<file path="src/mlpq_pkg.sv">
// Package: opcodes, status codes, field widths and cell row control for the priority queue.
package mlpq_pkg;

  localparam int OP_W     = 2;
  localparam int PRIO_W   = 5;
  localparam int HANDLE_W = 16;
  localparam int STATUS_W = 2;

  typedef enum logic [OP_W-1:0] {
    OP_PUSH = 2'd0,
    OP_POP  = 2'd1,
    OP_PEEK = 2'd2,
    OP_NONE = 2'd3
  } op_t;

  typedef enum logic [STATUS_W-1:0] {
    ST_OK    = 2'd0,
    ST_EMPTY = 2'd1,
    ST_FULL  = 2'd2
  } status_t;

  // one command broadcast to every cell of the row
  typedef struct packed {
    logic push;
    logic pop;
  } row_ctl_t;

endpackage

</file>
<file path="src/mlpq_cell.sv">
// One cell of the sorted queue row: holds one word and trades with its neighbors.
module mlpq_cell #(
  parameter int PW = 5,
  parameter int HW = 16
) (
  input  logic              clk,
  input  logic              rst_n,
  input  mlpq_pkg::row_ctl_t ctl,
  input  logic [PW-1:0]     new_prio,
  input  logic [HW-1:0]     new_handle,
  input  logic              left_keep,
  input  logic              left_valid,
  input  logic [PW-1:0]     left_prio,
  input  logic [HW-1:0]     left_handle,
  input  logic              right_valid,
  input  logic [PW-1:0]     right_prio,
  input  logic [HW-1:0]     right_handle,
  output logic              valid,
  output logic [PW-1:0]     prio,
  output logic [HW-1:0]     handle,
  output logic              keep
);
  import mlpq_pkg::*;

  logic          valid_r, valid_nxt;
  logic [PW-1:0] prio_r, prio_nxt;
  logic [HW-1:0] handle_r, handle_nxt;

  // entries at or above the new priority stay put, preserving FIFO order per level
  assign keep = valid_r && (prio_r <= new_prio);

  always_comb begin
    valid_nxt  = valid_r;
    prio_nxt   = prio_r;
    handle_nxt = handle_r;
    if (ctl.push && !keep) begin
      if (left_keep) begin
        valid_nxt  = 1'b1;
        prio_nxt   = new_prio;
        handle_nxt = new_handle;
      end else begin
        valid_nxt  = left_valid;
        prio_nxt   = left_prio;
        handle_nxt = left_handle;
      end
    end else if (ctl.pop) begin
      valid_nxt  = right_valid;
      prio_nxt   = right_prio;
      handle_nxt = right_handle;
    end
  end

  always_ff @(posedge clk) begin
    if (!rst_n) begin
      valid_r <= 1'b0;
    end else begin
      valid_r <= valid_nxt;
    end
  end

  always_ff @(posedge clk) begin
    prio_r   <= prio_nxt;
    handle_r <= handle_nxt;
  end

  assign valid  = valid_r;
  assign prio   = prio_r;
  assign handle = handle_r;

endmodule

</file>
<file path="src/multilevel_priority_fifo_top.sv">
// Top level: 32-level priority ready queue built as a sorted row of cells.
// Command and result are registered: command register, then output register.
// A new command is refused while busy is high; busy is high in the cycle the
// registered command is applied to the whole cell row at once.
// Reset (synchronous, rst_n low) empties every cell; results cannot be stalled.
module multilevel_priority_fifo_top #(
  parameter int LEVELS      = 32,
  parameter int CAPACITY    = 64,
  parameter int HANDLE_BITS = 16
) (
  input  logic                             clk,
  input  logic                             rst_n,
  input  logic                             start,
  output logic                             busy,
  input  logic [mlpq_pkg::OP_W-1:0]        in_op,
  input  logic [mlpq_pkg::PRIO_W-1:0]      in_priority_req,
  input  logic [mlpq_pkg::HANDLE_W-1:0]    in_handle,
  output logic                             out_valid,
  output logic [mlpq_pkg::HANDLE_W-1:0]    out_handle_out,
  output logic [mlpq_pkg::PRIO_W-1:0]      out_priority_out,
  output logic [mlpq_pkg::STATUS_W-1:0]    out_status
);
  import mlpq_pkg::*;

  localparam int LVL_W = $clog2(LEVELS);

  logic                   cmd_valid_r;
  op_t                    cmd_op_r, cmd_op_nxt;
  logic [LVL_W-1:0]       cmd_prio_r, cmd_prio_nxt;
  logic [HANDLE_BITS-1:0] cmd_handle_r;

  logic                   out_valid_r;
  logic [HANDLE_W-1:0]    out_handle_r, out_handle_nxt;
  logic [PRIO_W-1:0]      out_prio_r, out_prio_nxt;
  status_t                out_status_r, out_status_nxt;

  row_ctl_t               ctl;
  logic                   full, empty, accept;

  logic                   c_valid  [CAPACITY];
  logic [LVL_W-1:0]       c_prio   [CAPACITY];
  logic [HANDLE_BITS-1:0] c_handle [CAPACITY];
  logic                   c_keep   [CAPACITY];

  assign accept = start && !busy;
  assign busy   = cmd_valid_r;

  always_comb begin
    cmd_op_nxt = op_t'(in_op);
    if (int'(in_priority_req) >= LEVELS) begin
      cmd_prio_nxt = LVL_W'(LEVELS - 1);
    end else begin
      cmd_prio_nxt = LVL_W'(in_priority_req);
    end
  end

  always_ff @(posedge clk) begin
    if (!rst_n) begin
      cmd_valid_r <= 1'b0;
      out_valid_r <= 1'b0;
    end else begin
      cmd_valid_r <= accept;
      out_valid_r <= cmd_valid_r;
    end
  end

  always_ff @(posedge clk) begin
    if (accept) begin
      cmd_op_r     <= cmd_op_nxt;
      cmd_prio_r   <= cmd_prio_nxt;
      cmd_handle_r <= HANDLE_BITS'(in_handle);
    end
    out_handle_r <= out_handle_nxt;
    out_prio_r   <= out_prio_nxt;
    out_status_r <= out_status_nxt;
  end

  assign full  = c_valid[CAPACITY-1];
  assign empty = !c_valid[0];

  always_comb begin
    ctl.push = cmd_valid_r && (cmd_op_r == OP_PUSH) && !full;
    ctl.pop  = cmd_valid_r && (cmd_op_r == OP_POP) && !empty;
  end

  always_comb begin
    out_handle_nxt = '0;
    out_prio_nxt   = '0;
    out_status_nxt = ST_OK;
    unique case (cmd_op_r)
      OP_PUSH: begin
        if (full) begin
          out_status_nxt = ST_FULL;
        end
      end
      OP_POP, OP_PEEK: begin
        if (empty) begin
          out_status_nxt = ST_EMPTY;
        end else begin
          out_handle_nxt = HANDLE_W'(c_handle[0]);
          out_prio_nxt   = PRIO_W'(c_prio[0]);
        end
      end
      default: begin
        out_status_nxt = ST_OK;
      end
    endcase
  end

  for (genvar i = 0; i < CAPACITY; i++) begin : g_cell
    logic                   l_keep, l_valid, r_valid;
    logic [LVL_W-1:0]       l_prio, r_prio;
    logic [HANDLE_BITS-1:0] l_handle, r_handle;

    if (i == 0) begin : g_first
      assign l_keep   = 1'b1;
      assign l_valid  = 1'b0;
      assign l_prio   = '0;
      assign l_handle = '0;
    end else begin : g_mid_l
      assign l_keep   = c_keep[i-1];
      assign l_valid  = c_valid[i-1];
      assign l_prio   = c_prio[i-1];
      assign l_handle = c_handle[i-1];
    end

    if (i == CAPACITY - 1) begin : g_last
      assign r_valid  = 1'b0;
      assign r_prio   = '0;
      assign r_handle = '0;
    end else begin : g_mid_r
      assign r_valid  = c_valid[i+1];
      assign r_prio   = c_prio[i+1];
      assign r_handle = c_handle[i+1];
    end

    mlpq_cell #(
      .PW (LVL_W),
      .HW (HANDLE_BITS)
    ) u_cell (
      .clk          (clk),
      .rst_n        (rst_n),
      .ctl          (ctl),
      .new_prio     (cmd_prio_r),
      .new_handle   (cmd_handle_r),
      .left_keep    (l_keep),
      .left_valid   (l_valid),
      .left_prio    (l_prio),
      .left_handle  (l_handle),
      .right_valid  (r_valid),
      .right_prio   (r_prio),
      .right_handle (r_handle),
      .valid        (c_valid[i]),
      .prio         (c_prio[i]),
      .handle       (c_handle[i]),
      .keep         (c_keep[i])
    );
  end

  assign out_valid        = out_valid_r;
  assign out_handle_out   = out_handle_r;
  assign out_priority_out = out_prio_r;
  assign out_status       = out_status_r;

endmodule
</file>
<file path="config.mk">
export PLATFORM = sky130hd
export DESIGN_NAME = multilevel_priority_fifo_top
export DESIGN_NICKNAME = d
export VERILOG_FILES = /design/src/mlpq_pkg.sv /design/src/mlpq_cell.sv /design/src/multilevel_priority_fifo_top.sv
export SDC_FILE = /design/constraint.sdc
export NUM_CORES = 2
export LEC_CHECK = 0
export BUFFER_PORTS_ARGS = -buffer_cell sky130_fd_sc_hd__buf_2
export CORE_MARGIN = 2
export CORE_UTILIZATION = 50
export DETAILED_ROUTE_END_ITERATION = 10
export PLACE_DENSITY_LB_ADDON = 0.25
export SLEW_MARGIN = 25
export SYNTH_ARGS = -nofsm -noshare
export SYNTH_HDL_FRONTEND = slang
export SYNTH_SLANG_ARGS = --single-unit
</file>
<file path="constraint.sdc">
create_clock -name clk -period 5.2 [get_ports clk]
set_input_delay 0.26 -clock clk [delete_from_list [all_inputs] [get_ports clk]]
set_output_delay 0.26 -clock clk [all_outputs]
set_load 0.02 [all_outputs]
</file>
==> results.py <==
metrics = {
    "worst_setup_path": {
        "critPathRequiredTime_ps": 5590,
        "crit_path_end_kind": "flip-flop",
        "cp_data_arrival_time_ps": 4440,
        "slowest_delay_ps": 760,
        "cp-start-kind": "flip-flop",
        "crit_family": "simple AND/OR/NAND/NOR gates",
        "crit_chain": "inv_4, ha_1, nand4_1, nor2_1, o211ai_1, buf_4, nand2_1, buf_4, nand2_1",
        "crit_fanout": 43,
        "critPathKind": "reg2reg",
        "crit_path_top_delay_cell": "nor2_1",
        "crit_buf_inv": 3,
    },
    "placement": {
        "gp_congestion": 0.908,
        "io_buffers": 50,
        "post-dp-hpwl_um": 169000,
    },
    "outcome": {
        "outcome": "finished clean",
    },
    "floorplanning": {
        "start_util_pct": 50.3,
        "rows": 151,
        "pin_count": 51,
        "die_area_um2": 173000,
        "die_y_um": 416,
        "core_area_um2": 169000,
        "die_w_um": 416,
    },
    "sta": {
        "finClkSkew_ps": 53.3,
        "rsz0062_at_grt": "false",
        "worst_pin_slew_ps": 1150,
        "slew_viol_final": 0,
        "min_period_ps": 4050,
        "hold_ws_ps": 138,
        "final.period_utilization_pct": 77.9,
        "setup_viol": 0,
        "timing.fmax_ghz": 0.247,
        "relSlewSlack_pct": 23.2,
        "hold_violations": 0,
        "finalSetupTns_ps": 0,
    },
    "synth": {
        "synth_ff_type": "edfxtp_1",
        "ys_top_cells_by_area": "edfxtp_1 (48%), o21ai_0 (6.5%), nand2_1 (6.1%), ha_1 (4.7%), mux2i_1 (4.5%)",
        "synth.most_common_cell": "nand2_1",
        "ys_ff_latch": 1456,
        "synthArstFlopShare_pct": 0,
        "yosysUniqueCellTypes": 75,
        "syn_inst": 8760,
        "synthesis.nets": 9104,
        "synth_top_area_share_pct": 48.3,
        "synth_top_cell_by_area": "edfxtp_1",
        "yosys_warnings": 0,
        "avgSynthCellArea_um2": 9.70,
        "yosysSeqAreaShare_pct": 50.4,
        "synth-edff-count": 1367,
        "synth_commonest_cells": "nand2_1 (1378), edfxtp_1 (1367), o21ai_0 (1098)",
        "netlist_area_um2": 85000,
    },
    "grt": {
        "antenna_found_initial": 3,
        "grt_start_max_net_pins": 66,
        "grt.total_usage_pct": 28.0,
        "overflow": 0,
        "grt_pass1_vias": 66400,
        "grt_pass1_wl_um": 386000,
    },
    "power_and_ir_drop": {
        "power.leakage_nw": 38.3,
        "finalPower_mw": 27.2,
        "power_density_nw_per_um2": 295,
        "ir_drop_v": 0.000309,
    },
    "clock_network": {
        "cts.sinks": 1456,
        "clockBufferDepth": 3,
        "cts_max_level": 4,
        "clk_latency_ps": 840,
        "tritoncts": "done",
        "cts-root-buf": "clkbuf_16",
        "clk_pin_slew_ps": 60,
        "cts_resized": 0,
        "cts_buffers": 163,
        "cts_setup_buffers": 0,
        "holdBufCountCts": 24,
    },
    "layout": {
        "fill_cells": 14700,
        "layout-drive-gt1-share_pct": 7.33,
        "area_growth_syn_to_layout_pct": 8.47,
        "nets": 8745,
    },
    "routing": {
        "wl_per_cell_um": 23.3,
        "viasPerCell": 6.41,
        "drtPass1Iterations": 8,
        "drc": 0,
        "antenna_left": 0,
        "drt_iter0_markers": 8086,
        "vias": 68900,
        "wirelength_um": 251000,
    },
    "hold_path": {
        "hold_class": "in2reg",
    },
    "run": {
        "cap_viol_max_count": 0,
    },
}
[kinds of logic (layout without fill, tap and decap cells)]
| family | after synthesis | after routing | share of synthesized area (%) |
|---|---|---|---|
| compound gates | 3080 | 3080 | 22.3 |
| simple gates | 2559 | 2559 | 13.2 |
| flops | 1456 | 1456 | 50.4 |
| buf+inv | 949 | 729 | 4.61 |
| mux | 398 | 398 | 4.78 |
| fa+ha+maj | 318 | 318 | 4.68 |
| other cells | 0 | 1 | 0 |
[registers in the layout, indices dropped and copies added, names as in the netlist]
name                  cells
cmd_handle_r             16
out_priority_out          5
out_status                2
cmd_op_r                  2
g_cell.u_cell.prio      320
out_handle_out           16
g_cell.u_cell.handle   1024
busy                      1
cmd_prio_r                5
g_cell.u_cell.valid      64
out_valid                 1
[through the flow]
step / utilization (%) / cell area [µm²] / instances / worst slack, ps
finish: 54.5 / 92200 / 10800 / 1150
global route: 54.5 / 92200 / 10800 / 828
CTS: 54.5 / 92100 / 10800 / 1150
detailed placement: 51.1 / 86400 / 10400 / 1170
global placement: 51.1 / 86400 / 10400 / 1320
floorplan: - / 85000 / 8760 / 490
[final timing paths]
kind / to / cells past startpoint / slack [ps] / start
worst max-delay path: g_cell[53].u_cell.handle[2] / 9 / 1150 / cmd_prio_r[2]
worst min register to register: g_cell[62].u_cell.prio[0] / 2 / 530 / g_cell[63].u_cell.prio[0]
worst min-delay path: cmd_handle_r[6] / 2 / 140 / in_handle[6]
worst max register to register: g_cell[53].u_cell.handle[2] / 9 / 1150 / cmd_prio_r[2]
[routing by layer]
layer	up-vias	track usage (%)	part of all wire (%)
li1	31800	-	-
met1	33300	37.3	41
met2	3104	45.7	47
met3	676	4.02	7.8
met4	0	12.2	4.4
met5	-	0	0
[layout by cell type, fill, tap and decap left out, types with 49 or more instances in the layout]
master	netlist	layout
a21o_1	384	384
o21ai_1	45	51
ha_1	318	318
nor2_1	562	556
a21oi_1	701	699
inv_1	127	123
o21a_1	72	72
clkbuf_16	0	166
a221oi_1	274	274
edfxtp_1	1367	1367
buf_4	20	219
nand4_1	49	49
a31oi_1	193	192
nand2_1	1378	1375
buf_2	140	50
dfxtp_1	89	89
and3_1	337	336
o21ai_0	1098	1091
mux2i_1	380	380
a211oi_1	60	60
[layout make-up]
type / instances / area (µm²) / share of cell area (%)
flip-flops and latches: 1456 / 42800 / 46.5
repair buffers: 298 / 2230 / 2.42
well taps: 2218 / 2780 / 3.01
inverters: 127 / 487 / 0.528
diodes: 1 / 2.50 / 0.00271
clock buffers: 212 / 4410 / 4.78
clock inverters: 92 / 1070 / 1.16
multi-input cells: 6355 / 38400 / 41.6
[report_power, final]
part           switching, mW  total, mW  internal [mW]
sequential             0.235       13.3           13.0
clock                   5.09       11.9           6.80
combinational           1.41       2.08          0.664
total                   6.74       27.2           20.5
(Power assumes the default switching activity.)
